===== src/hw/rtl/link_quality_table_oldest_replace_macros.svh =====
// Assertion macros used by the link quality table top level.
`ifndef LINK_QUALITY_TABLE_OLDEST_REPLACE_MACROS_SVH
`define LINK_QUALITY_TABLE_OLDEST_REPLACE_MACROS_SVH

// The consequent must hold in the same cycle as the antecedent.
`define LQT_ASSERT_SAME(lbl, clk, rst_n, ante, cons) \
	lbl: assert property (@(posedge clk) disable iff (!rst_n) (ante) |-> (cons)) \
		else $error("link quality table check failed");

// The consequent must hold in the cycle after the antecedent.
`define LQT_ASSERT_NEXT(lbl, clk, rst_n, ante, cons) \
	lbl: assert property (@(posedge clk) disable iff (!rst_n) (ante) |=> (cons)) \
		else $error("link quality table check failed");

`endif


===== src/hw/rtl/lqt_pkg.sv =====
// Shared types, widths and codes of the link quality table.
`default_nettype none
package lqt_pkg;

	localparam int unsigned ENTRIES_DEF   = 8;
	localparam int unsigned TIME_BITS_DEF = 48;

	localparam int unsigned ID_W   = 32;
	localparam int unsigned RSSI_W = 9;
	localparam int unsigned SNR_W  = 8;
	localparam int unsigned NOW_W  = 48;
	localparam int unsigned SLOT_W = 3;

	typedef logic [1:0] outcome_t;
	localparam outcome_t OUT_MATCH   = 2'd0;
	localparam outcome_t OUT_FILL    = 2'd1;
	localparam outcome_t OUT_REPLACE = 2'd2;
	localparam outcome_t OUT_IGNORED = 2'd3;

	// Control part of the search record that moves down the row of cells.
	typedef struct packed {
		logic valid;
		logic found;
		logic matched;
		logic have_old;
	} scan_ctl_t;

endpackage
`default_nettype wire


===== src/hw/rtl/lqt_if.sv =====
// Handshake interfaces for report items and result items.
`default_nettype none
interface lqt_rpt_if;
	import lqt_pkg::*;
	logic                     valid;
	logic                     ready;
	logic [ID_W-1:0]          radio_id;
	logic signed [RSSI_W-1:0] rssi_dbm;
	logic signed [SNR_W-1:0]  snr_quarter_db;
	logic [NOW_W-1:0]         now_ms;
	modport source (output valid, radio_id, rssi_dbm, snr_quarter_db, now_ms, input ready);
	modport sink (input valid, radio_id, rssi_dbm, snr_quarter_db, now_ms, output ready);
endinterface

interface lqt_res_if;
	import lqt_pkg::*;
	logic              valid;
	logic              ready;
	logic [SLOT_W-1:0] slot;
	logic [1:0]        outcome;
	logic [ID_W-1:0]   evicted_id;
	modport source (output valid, slot, outcome, evicted_id, input ready);
	modport sink (input valid, slot, outcome, evicted_id, output ready);
endinterface
`default_nettype wire


===== src/hw/rtl/lqt_cell.sv =====
// One table entry with its stage of the search that runs down the row.
`default_nettype none
module lqt_cell #(
	parameter int unsigned ENTRIES   = 8,
	parameter int unsigned TIME_BITS = 48,
	parameter int unsigned IDX       = 0
) (
	input  wire                                     clk,
	input  wire                                     arst_n,
	input  wire  logic [lqt_pkg::ID_W-1:0]          id,
	input  wire  lqt_pkg::scan_ctl_t                ctl_in,
	input  wire  logic [$clog2(ENTRIES)-1:0]        sel_in,
	input  wire  logic [$clog2(ENTRIES)-1:0]        old_idx_in,
	input  wire  logic [TIME_BITS-1:0]              old_time_in,
	input  wire  logic [lqt_pkg::ID_W-1:0]          old_radio_in,
	output lqt_pkg::scan_ctl_t                      ctl_out,
	output logic [$clog2(ENTRIES)-1:0]              sel_out,
	output logic [$clog2(ENTRIES)-1:0]              old_idx_out,
	output logic [TIME_BITS-1:0]                    old_time_out,
	output logic [lqt_pkg::ID_W-1:0]                old_radio_out,
	input  wire                                     wr_en,
	input  wire  logic [$clog2(ENTRIES)-1:0]        wr_idx,
	input  wire  logic [lqt_pkg::ID_W-1:0]          wr_radio,
	input  wire  logic [TIME_BITS-1:0]              wr_time,
	input  wire  logic signed [lqt_pkg::RSSI_W-1:0] wr_rssi,
	input  wire  logic signed [lqt_pkg::SNR_W-1:0]  wr_snr
);
	import lqt_pkg::*;

	localparam int unsigned IDX_W = $clog2(ENTRIES);
	localparam logic [IDX_W-1:0] MY_IDX = IDX_W'(IDX);

	logic                     valid_q;
	logic [ID_W-1:0]          radio_q;
	logic [TIME_BITS-1:0]     time_q;
	logic signed [RSSI_W-1:0] rssi_q;
	logic signed [SNR_W-1:0]  snr_q;

	scan_ctl_t            ctl_n;
	logic [IDX_W-1:0]     sel_n;
	logic [IDX_W-1:0]     old_idx_n;
	logic [TIME_BITS-1:0] old_time_n;
	logic [ID_W-1:0]      old_radio_n;
	logic                 hit;
	logic                 older;
	logic                 wr_here;

	assign hit     = !valid_q || (radio_q == id);
	assign older   = !ctl_in.have_old || (time_q < old_time_in);
	assign wr_here = wr_en && (wr_idx == MY_IDX);

	always_comb begin
		ctl_n       = ctl_in;
		sel_n       = sel_in;
		old_idx_n   = old_idx_in;
		old_time_n  = old_time_in;
		old_radio_n = old_radio_in;
		if (!ctl_in.found && hit) begin
			ctl_n.found   = 1'b1;
			ctl_n.matched = valid_q;
			sel_n         = MY_IDX;
		end
		if (older) begin
			ctl_n.have_old = 1'b1;
			old_idx_n      = MY_IDX;
			old_time_n     = time_q;
			old_radio_n    = radio_q;
		end
	end

	always_ff @(posedge clk or negedge arst_n) begin
		if (!arst_n) begin
			ctl_out <= '0;
			valid_q <= 1'b0;
		end else begin
			ctl_out <= ctl_n;
			if (wr_here) begin
				valid_q <= 1'b1;
			end
		end
	end

	always_ff @(posedge clk) begin
		sel_out       <= sel_n;
		old_idx_out   <= old_idx_n;
		old_time_out  <= old_time_n;
		old_radio_out <= old_radio_n;
		if (wr_here) begin
			radio_q <= wr_radio;
			time_q  <= wr_time;
			rssi_q  <= wr_rssi;
			snr_q   <= wr_snr;
		end
	end

endmodule
`default_nettype wire


===== src/hw/rtl/link_quality_table_oldest_replace.sv =====
// Top level of the link quality table with oldest-entry replacement.
//
//   Channel  Dir  Handshake          Carries
//   rpt      in   valid/ready        radio_id, rssi_dbm, snr_quarter_db, now_ms
//   res      out  valid/ready        slot, outcome, evicted_id
//   cfg      in   cfg_we             cfg_wdata (tracking enable)
//
// One item is in flight at a time: after acceptance the search record walks the row
// of cells one cell per cycle, the final record is registered, and the result is then
// written to the output register; the next item is taken once the block is idle again.
// A finished result waits in the output register while the next item is taken.
// Reset clears all entries to empty and sets tracking enabled.
// A stalled result holds the final write until the output register is free.
`default_nettype none
`include "link_quality_table_oldest_replace_macros.svh"
module link_quality_table_oldest_replace #(
	parameter int unsigned ENTRIES   = lqt_pkg::ENTRIES_DEF,
	parameter int unsigned TIME_BITS = lqt_pkg::TIME_BITS_DEF
) (
	input  wire       clk,
	input  wire       arst_n,
	lqt_rpt_if.sink   rpt,
	lqt_res_if.source res,
	input  wire       cfg_we,
	input  wire       cfg_wdata
);
	import lqt_pkg::*;

	localparam int unsigned IDX_W = $clog2(ENTRIES);

	typedef enum logic [2:0] {
		ST_IDLE  = 3'b001,
		ST_SCAN  = 3'b010,
		ST_WRITE = 3'b100
	} state_t;

	state_t state_q;
	logic   enable_q;
	logic   start_q;

	logic [ID_W-1:0]          id_q;
	logic signed [RSSI_W-1:0] rssi_q;
	logic signed [SNR_W-1:0]  snr_q;
	logic [TIME_BITS-1:0]     now_q;
	logic [63:0]              now_wide;

	scan_ctl_t            tok_ctl       [ENTRIES+1];
	logic [IDX_W-1:0]     tok_sel       [ENTRIES+1];
	logic [IDX_W-1:0]     tok_old_idx   [ENTRIES+1];
	logic [TIME_BITS-1:0] tok_old_time  [ENTRIES+1];
	logic [ID_W-1:0]      tok_old_radio [ENTRIES+1];

	logic             fin_found_q;
	logic             fin_matched_q;
	logic [IDX_W-1:0] fin_sel_q;
	logic [IDX_W-1:0] fin_old_idx_q;
	logic [ID_W-1:0]  fin_old_radio_q;

	logic              res_valid_q;
	logic [SLOT_W-1:0] slot_q;
	outcome_t          outcome_q;
	logic [ID_W-1:0]   evicted_q;

	logic             accept;
	logic             done;
	logic             wr_en;
	logic [IDX_W-1:0] wr_idx;
	logic [7:0]       slot_wide;
	logic             last_valid;

	assign accept     = rpt.valid && rpt.ready;
	assign rpt.ready  = (state_q == ST_IDLE);
	assign now_wide   = {{(64 - NOW_W){1'b0}}, rpt.now_ms};
	assign last_valid = tok_ctl[ENTRIES].valid;
	assign done       = (state_q == ST_WRITE) && (!res_valid_q || res.ready);
	assign wr_en      = done && enable_q;
	assign wr_idx     = fin_found_q ? fin_sel_q : fin_old_idx_q;
	assign slot_wide  = {{(8 - IDX_W){1'b0}}, wr_idx};

	assign tok_ctl[0]       = '{valid: start_q, found: 1'b0, matched: 1'b0, have_old: 1'b0};
	assign tok_sel[0]       = '0;
	assign tok_old_idx[0]   = '0;
	assign tok_old_time[0]  = '0;
	assign tok_old_radio[0] = '0;

	for (genvar i = 0; i < ENTRIES; i++) begin : g_cell
		lqt_cell #(
			.ENTRIES   (ENTRIES),
			.TIME_BITS (TIME_BITS),
			.IDX       (i)
		) u_cell (
			.clk           (clk),
			.arst_n        (arst_n),
			.id            (id_q),
			.ctl_in        (tok_ctl[i]),
			.sel_in        (tok_sel[i]),
			.old_idx_in    (tok_old_idx[i]),
			.old_time_in   (tok_old_time[i]),
			.old_radio_in  (tok_old_radio[i]),
			.ctl_out       (tok_ctl[i+1]),
			.sel_out       (tok_sel[i+1]),
			.old_idx_out   (tok_old_idx[i+1]),
			.old_time_out  (tok_old_time[i+1]),
			.old_radio_out (tok_old_radio[i+1]),
			.wr_en         (wr_en),
			.wr_idx        (wr_idx),
			.wr_radio      (id_q),
			.wr_time       (now_q),
			.wr_rssi       (rssi_q),
			.wr_snr        (snr_q)
		);
	end

	always_ff @(posedge clk or negedge arst_n) begin
		if (!arst_n) begin
			state_q     <= ST_IDLE;
			enable_q    <= 1'b1;
			start_q     <= 1'b0;
			res_valid_q <= 1'b0;
		end else begin
			start_q <= accept;
			if (cfg_we) begin
				enable_q <= cfg_wdata;
			end
			unique case (state_q)
				ST_IDLE: begin
					if (accept) begin
						state_q <= ST_SCAN;
					end
				end
				ST_SCAN: begin
					if (last_valid) begin
						state_q <= ST_WRITE;
					end
				end
				ST_WRITE: begin
					if (done) begin
						state_q <= ST_IDLE;
					end
				end
				default: begin
					state_q <= ST_IDLE;
				end
			endcase
			if (done) begin
				res_valid_q <= 1'b1;
			end else if (res.ready) begin
				res_valid_q <= 1'b0;
			end
		end
	end

	always_ff @(posedge clk) begin
		if (accept) begin
			id_q   <= rpt.radio_id;
			rssi_q <= rpt.rssi_dbm;
			snr_q  <= rpt.snr_quarter_db;
			now_q  <= now_wide[TIME_BITS-1:0];
		end
		if (last_valid) begin
			fin_found_q     <= tok_ctl[ENTRIES].found;
			fin_matched_q   <= tok_ctl[ENTRIES].matched;
			fin_sel_q       <= tok_sel[ENTRIES];
			fin_old_idx_q   <= tok_old_idx[ENTRIES];
			fin_old_radio_q <= tok_old_radio[ENTRIES];
		end
		if (done) begin
			priority if (!enable_q) begin
				slot_q    <= '0;
				outcome_q <= OUT_IGNORED;
				evicted_q <= '0;
			end else if (fin_found_q) begin
				slot_q    <= slot_wide[SLOT_W-1:0];
				outcome_q <= fin_matched_q ? OUT_MATCH : OUT_FILL;
				evicted_q <= '0;
			end else begin
				slot_q    <= slot_wide[SLOT_W-1:0];
				outcome_q <= OUT_REPLACE;
				evicted_q <= fin_old_radio_q;
			end
		end
	end

	assign res.valid      = res_valid_q;
	assign res.slot       = slot_q;
	assign res.outcome    = outcome_q;
	assign res.evicted_id = evicted_q;

	`LQT_ASSERT_SAME(a_idle_no_token, clk, arst_n, state_q == ST_IDLE, !last_valid && !start_q)
	`LQT_ASSERT_SAME(a_token_in_scan, clk, arst_n, last_valid, state_q == ST_SCAN)
	`LQT_ASSERT_NEXT(a_accept_starts, clk, arst_n, accept, start_q && state_q == ST_SCAN)
	`LQT_ASSERT_SAME(a_evict_only_replace, clk, arst_n,
		res_valid_q && outcome_q != OUT_REPLACE, evicted_q == '0)

endmodule
`default_nettype wire

===== src/flat_wrapper.sv =====
// flat-port wrapper written by rule: the top's interface ports become plain ports
module link_quality_table_oldest_replace_flat import lqt_pkg::*;
#(
	parameter int unsigned ENTRIES   = lqt_pkg::ENTRIES_DEF,
	parameter int unsigned TIME_BITS = lqt_pkg::TIME_BITS_DEF
)
  (clk, arst_n, cfg_we, cfg_wdata, rpt_valid, rpt_radio_id, rpt_rssi_dbm, rpt_snr_quarter_db, rpt_now_ms, rpt_ready, res_valid, res_slot, res_outcome, res_evicted_id, res_ready);
  lqt_rpt_if rpt_i ();
  lqt_res_if res_i ();
  input  wire clk;
  input  wire arst_n;
  input  wire cfg_we;
  input  wire cfg_wdata;
  input wire logic [$bits(rpt_i.valid)-1:0] rpt_valid;
  input wire logic [$bits(rpt_i.radio_id)-1:0] rpt_radio_id;
  input wire logic [$bits(rpt_i.rssi_dbm)-1:0] rpt_rssi_dbm;
  input wire logic [$bits(rpt_i.snr_quarter_db)-1:0] rpt_snr_quarter_db;
  input wire logic [$bits(rpt_i.now_ms)-1:0] rpt_now_ms;
  output wire logic [$bits(rpt_i.ready)-1:0] rpt_ready;
  output wire logic [$bits(res_i.valid)-1:0] res_valid;
  output wire logic [$bits(res_i.slot)-1:0] res_slot;
  output wire logic [$bits(res_i.outcome)-1:0] res_outcome;
  output wire logic [$bits(res_i.evicted_id)-1:0] res_evicted_id;
  input wire logic [$bits(res_i.ready)-1:0] res_ready;
  assign rpt_i.valid = rpt_valid;
  assign rpt_i.radio_id = rpt_radio_id;
  assign rpt_i.rssi_dbm = rpt_rssi_dbm;
  assign rpt_i.snr_quarter_db = rpt_snr_quarter_db;
  assign rpt_i.now_ms = rpt_now_ms;
  assign rpt_ready = rpt_i.ready;
  assign res_valid = res_i.valid;
  assign res_slot = res_i.slot;
  assign res_outcome = res_i.outcome;
  assign res_evicted_id = res_i.evicted_id;
  assign res_i.ready = res_ready;
  link_quality_table_oldest_replace #(.ENTRIES(ENTRIES), .TIME_BITS(TIME_BITS)) u_core (.clk(clk), .arst_n(arst_n), .rpt(rpt_i), .res(res_i), .cfg_we(cfg_we), .cfg_wdata(cfg_wdata));
endmodule

===== config.mk =====
export PLATFORM = sky130hd
export DESIGN_NAME = link_quality_table_oldest_replace_flat
export DESIGN_NICKNAME = d
export VERILOG_FILES = /design/src/hw/rtl/lqt_pkg.sv /design/src/hw/rtl/lqt_if.sv /design/src/hw/rtl/lqt_cell.sv /design/src/hw/rtl/link_quality_table_oldest_replace.sv /design/src/flat_wrapper.sv
export VERILOG_INCLUDE_DIRS = /design/src /design/src/hw/rtl
export SDC_FILE = /design/constraint.sdc
export NUM_CORES = 2
export LEC_CHECK = 0
export ABC_AREA = 1
export BUFFER_PORTS_ARGS = -buffer_cell sky130_fd_sc_hd__buf_2
export CAP_MARGIN = 5
export CORE_ASPECT_RATIO = 0.8
export CORE_MARGIN = 3
export CORE_UTILIZATION = 40
export DETAILED_ROUTE_END_ITERATION = 10
export GPL_TIMING_DRIVEN = 0
export SLEW_MARGIN = 20
export SYNTH_ARGS = -nofsm -noshare
export SYNTH_HDL_FRONTEND = slang
export SYNTH_SLANG_ARGS = --single-unit

===== constraint.sdc =====
create_clock -name clk -period 7.1 [get_ports clk]
set_clock_uncertainty 0.1 [all_clocks]
set_input_delay 1.42 -clock clk [delete_from_list [all_inputs] [get_ports clk]]
set_output_delay 1.42 -clock clk [all_outputs]
set_load 0.005 [all_outputs]

* Yosys cells after proc, flatten, opt, wreduce, memory -nomap -nowiden
Cells that the tools add are included.
Word-level totals: flip-flop bits (word level) 1476, latch bits 0, memories kept 0, output and inout bits 39, input port bits 103, logic and storage cells 228, memory bits (writable) 0, memory bits (read-only) 0
Operators by class: multiply operators 0, $add $sub $neg 0, div/mod/pow operators 0, shift operators 0, $lt $le $gt $ge 7, bitwise operators 1, reduce and logical (&&, ||, !) cells 62, multiplexer cells 38, equal/unequal tests 21
Operator list (number):
- $lt 48x48->1 | 7
- $mux 48 | 6
- $eq 32x32->1 | 8
- $mux 32 | 7
- $logic_not 1->1 | 23
- $logic_and 1x1->1 | 18
- $logic_or 1x1->1 | 16
- $mux 2 | 8
- $eq 3x3->1 const B | 5
- $mux 1 | 12
- $mux 3 | 4
- $eq 3x2->1 const B | 3
- $pmux 3 s3 | 1
- $eq 3x1->1 const B | 2
- $ne 2x2->1 const B | 2
- $logic_not 3->1 | 1
- $reduce_and 3->1 | 1
- $ne 2x1->1 const B | 1
- $reduce_and 2->1 | 1
- $reduce_bool 2->1 | 1
- $reduce_or 2->1 | 1
- $not 1->1 | 1

* Logic depth before layout (Yosys ltp)
depth in word-level cells 5, mapped depth 17, depth with buffers taken out 15

* Modules after synthesis
Synthesis repeated with hierarchy kept, for this count alone.
Unflattened totals: cell total of the unflattened synthesis 6274, area total of the unflattened synthesis 63887.5 µm²
By module, submodules not included:
- lqt_cell at u_core.g_cell[3].u_cell ... | sequential area each 4249.1 µm², cells each 748, instances 3, area each 7304.5 µm²
- lqt_cell at u_core.g_cell[1].u_cell ... | sequential area each 4249.1 µm², cells each 743, instances 3, area each 7220.7 µm²
- lqt_cell at u_core.g_cell[7].u_cell | sequential area each 4249.1 µm², cells each 752, instances 1, area each 7234.4 µm²
- lqt_cell at u_core.g_cell[0].u_cell | sequential area each 4249.1 µm², cells each 753, instances 1, area each 7209.4 µm²
- link_quality_table_oldest_replace | sequential area each 5377.7 µm², cells each 296, instances 1, area each 5868.1 µm²

* Worst setup path before layout
No wires, ideal clock.
path kind input port to flip-flop, from in res_ready, to reg u_core.g_cell[0].u_cell.radio_q[0], enable pin, data required time 6.481 ns, buffers on the path 0, cell stages on the path 4, arrival 7.142 ns, path slack -0.662 ns, library setup time 0.519 ns, cell sequence nor2_1 > nor2_1 > nand3_1 > nor2_1
Between the ends: longest elaborated chain between the ends 4
RTL lines:
- start, declared | RTL line flat_wrapper.sv:24 | input wire logic [$bits(res_i.ready)-1:0] res_ready;
- $logic_or 1x1->1 | RTL line link_quality_table_oldest_replace.sv:75 | assign done = (state_q == ST_WRITE) && (!res_valid_q || res.ready);
- $logic_and 1x1->1 | RTL line link_quality_table_oldest_replace.sv:75
- named net u_core.done | RTL line link_quality_table_oldest_replace.sv:65 | logic done;
- $logic_and 1x1->1 | RTL line link_quality_table_oldest_replace.sv:76 | assign wr_en = done && enable_q;
- $logic_and 1x1->1 | RTL line lqt_cell.sv:50 | assign wr_here = wr_en && (wr_idx == MY_IDX);
- named net u_core.g_cell[0].u_cell.wr_here | RTL line lqt_cell.sv:46 | logic wr_here;
- end signal, assigned | RTL line lqt_cell.sv:89 | radio_q <= wr_radio;
- end, declared | RTL line lqt_cell.sv:34 | logic [ID_W-1:0] radio_q;
The timed path passes the listed nets, and every way through them passes these cells. A chain may end at the register's enable or synchronous reset.

* Worst setup path after layout
from reg u_core.g_cell[5].u_cell.time_q[47], to reg u_core.g_cell[5].u_cell.old_radio_out[20] in the netlist's numbering
Between the ends: longest elaborated chain between the ends 3
RTL lines:
- start, declared | RTL line lqt_cell.sv:35 | logic [TIME_BITS-1:0] time_q;
- start signal, assigned | RTL line lqt_cell.sv:90 | time_q <= wr_time;
- $lt 48x48->1 | RTL line lqt_cell.sv:49 | assign older = !ctl_in.have_old || (time_q < old_time_in);
- $logic_or 1x1->1 | RTL line lqt_cell.sv:49
- $mux 32 | RTL line lqt_cell.sv:63 | if (older) begin
- named net u_core.g_cell[5].u_cell.old_radio_n[20] | RTL line lqt_cell.sv:43 | logic [ID_W-1:0] old_radio_n;
- end signal, assigned | RTL line lqt_cell.sv:87 | old_radio_out <= old_radio_n;
- end, declared | RTL line lqt_cell.sv:20 | output logic [lqt_pkg::ID_W-1:0] old_radio_out,
The timed path passes the listed nets, and every way through them passes these cells.

==> impl_metrics.ini <==
[timing]
hold_viol = 0
period_share_pct = 51.3
min_period_ns = 3.65
fmax_ghz = 0.274
hold-worst-slack_ns = 0.234
slew_headroom_pct = 27.2
rsz0062_at_grt = false
slew_viol_final = 0
setup-violations-final = 0
post-route-worst-setup-slack_ns = 3.45
tightest_slew_ns = 1.09

[placed_design]
dpl.hpwl_um = 104000
place_ws_ns = 2.72
dpl-instance-area_um2 = 62100
place.port_buffers = 124
gp_congestion = 0.832

[die]
die_w_um = 433
initial_utilization_pct = 40.5
dieArea_um2 = 150000
std_cell_rows = 124
dieHeight_um = 347
core_um2 = 144000
io_pins = 142

[pwr]
totalPowerFinal_mw = 19.3
vdd_drop_max_uv = 198
powerDensity_nw_per_um2 = 287
p_leak_nw = 29.4

[yosys]
synth_area_leaders = edfxtp_1 41%, dfxtp_1 22%, nand2_1 10%
ys_seq_area_share_pct = 64.5
syn_inst = 5490
synth_ff_type = edfxtp_1
syn_area_um2 = 58300
synthMostInstantiatedCell = nand2_1
ys_ff_latch = 1468
synth_top_area_share_pct = 41.1
synth_edf_count = 797
ys_top_cells_by_count = 1584 x nand2_1, 797 x edfxtp_1, 626 x dfxtp_1
synth_top_area_cell = edfxtp_1
post_synth.cell_area_avg_um2 = 10.6
yosysWarnings = 0
ys_types = 36
async_flop_share_pct = 3.07

[worst_setup_path]
crit_path_max_fanout = 10
worstPathRequired_ns = 7.65
crit_path_end_kind = flop
cpMaxStageDelayCell = nand2_2
arrival_ns = 4.19
slowest_delay_ns = 0.51
start_kind = flop
path_cells = ha_1 -> nand2_1 -> nor2_1 -> nand2_1 -> nor2_1 -> nand2_1 -> nand3_1 -> nor2_1 -> nand2_2 -> nand2_2 -> buf_2 -> nand2_1 -> nand2_1
critPathKind = reg2reg
crit_top_cell = nand2_1
cp_top_family = simple AND/OR/NAND/NOR gates
crit_buf_inv = 1

[clock_network]
cts_resized = 0
cts_tree = yes
cts.sinks = 1468
clkTransAtPathRegs_ns = 0.06
root_buffer = clkbuf_16
clk_latency_ns = 0.77
cts.path.max_buffers = 3
htree_levels = 4
cts_buffers = 149
cts-hold-fix-buffers = 0
post_cts_buffers = 0

[run_status]
outcome = complete, no violations

[detailed_routing]
wl_um = 142000
via_count = 37523
wl_per_cell_um = 18.1
drc = 0
drtIter0Drc = 3107
viasPerCell = 4.80
dr.pass1.iters = 6
ant_nets = 0

[global_route]
grtUsageTotal_pct = 18.9
grt_max_degree = 46
grt_overflow_total = 0
first_global_vias = 37260
grt_first_pass_wirelength_um = 217000
antenna_found_initial = 6

[final_layout]
nNetsFinal = 6238
finalInstanceArea_um2 = 67100
drive_gt1_share_pct = 10.1
syn2layout_area_growth_pct = 15.1
utilization_pct = 46.6
fillers = 12918

[min_path]
hp-class = reg2reg

[job]
max_cap_violations = 0
-- worst register-to-register path, cell delays in order (launching register included) --
cell	delay, ns
edfxtp_1	0.39
ha_1	0.31
nand2_1	0.06
nor2_1	0.16
nand2_1	0.12
nor2_1	0.27
nand2_1	0.10
nand3_1	0.29
nor2_1	0.10
nand2_2	0.44
nand2_2	0.52
buf_2	0.40
nand2_1	0.17
nand2_1	0.09
-- final timing paths --
check | slack (ns) | cells past startpoint | end | from
setup reg to reg | 3.45 | 13 | u_core.g_cell[5].u_cell.old_radio_out[20]$_DFF_P_ | u_core.g_cell[5].u_cell.time_q[47]$_DFFE_PP_
setup / recovery | 3.45 | 13 | u_core.g_cell[5].u_cell.old_radio_out[20]$_DFF_P_ | u_core.g_cell[5].u_cell.time_q[47]$_DFFE_PP_
min in group asynchronous | 0.58 | 1 | u_core.g_cell[3].u_cell.ctl_out[1]$_DFF_PN0_ | arst_n
max in group asynchronous | 5.86 | 1 | u_core.g_cell[7].u_cell.ctl_out[3]$_DFF_PN0_ | arst_n
hold reg to reg | 0.23 | 0 | u_core.g_cell[0].u_cell.old_time_out[25]$_DFF_P_ | u_core.g_cell[0].u_cell.time_q[25]$_DFFE_PP_
hold / removal | 0.23 | 0 | u_core.g_cell[0].u_cell.old_time_out[25]$_DFF_P_ | u_core.g_cell[0].u_cell.time_q[25]$_DFFE_PP_
-- logic make-up (layout without fill, tap and decap cells) --
family          count (synthesis)  in the layout  share of synthesized area (%)
fa+ha+maj                     329            329                           7.07
mux                             1              1                         0.0172
other cells                     1              9                        0.00644
flops                        1468           1468                           64.5
buf+inv                       756           1193                           5.42
compound gates                228            228                           2.06
simple gates                 2513           2513                           18.0
xor+xnor                      194            194                           2.92
-- sequential cells by signal (all words and copies together), names as in the netlist, 3 cells and up --
name,count
u_core.res.evicted_id,32
u_core.g_cell.u_cell.radio_q,256
u_core.g_cell.u_cell.old_time_out,336
u_core.g_cell.u_cell.old_idx_out,17
u_core.now_q,48
u_core.g_cell.u_cell.sel_out,17
u_core.fin_old_radio_q,32
u_core.g_cell.u_cell.valid_q,8
u_core.state_q,3
u_core.g_cell.u_cell.ctl_out,31
u_core.fin_old_idx_q,3
u_core.id_q,32
u_core.res.slot,3
u_core.g_cell.u_cell.old_radio_out,256
u_core.fin_sel_q,3
u_core.g_cell.u_cell.time_q,384
-- per-stage QoR --
step / cells / TNS, ns
after global placement: 7510 / -2699.07
after floorplan: 5496 / -210.84
final: 7825 / 0
after CTS: 7823 / 0
after detailed placement: 7545 / 0
after global routing: 7823 / 0
-- routing by layer --
| layer | routed length (um) | track usage, % |
|---|---|---|
| met5 | 11 | 0 |
| met4 | 4180 | 6.61 |
| met3 | 9210 | 3.71 |
| met2 | 60100 | 28.3 |
| met1 | 68000 | 27.4 |
-- power by group --
part / internal [mW] / switching (mW) / total (mW)
Clock: 4.61 / 3.26 / 7.87
Combinational: 0.501 / 0.957 / 1.46
Sequential: 9.53 / 0.403 / 9.94
Total: 14.6 / 4.62 / 19.3
-- placed cells by master, fill, tap and decap left out, types with 22 or more instances in the layout --
cell,instances
clkbuf_16,156
o21ai_0,51
or2_2,49
nand4_1,41
nand3_1,588
ha_1,329
clkbuf_8,22
xnor2_1,194
nand2_1,1584
buf_6,24
buf_12,24
dfxtp_1,626
edfxtp_1,797
dfrtp_1,42
inv_1,545
clkbuf_1,106
a21oi_1,145
nor2_1,203
buf_2,234
-- area by class of cell --
cell class / count / area (um^2) / share of cell area (%)
clock inverters: 52 / 551 / 0.821
plain buffers: 196 / 1060 / 1.58
flip-flops and latches: 1468 / 37600 / 56.1
multi-input cells: 3272 / 17600 / 26.3
diodes: 2 / 5.00 / 0.00746
clock buffers: 226 / 4390 / 6.54
well taps: 1890 / 2360 / 3.53
repair buffers: 159 / 1390 / 2.08
inverters: 560 / 2100 / 3.13
(Power assumes the default switching activity.)
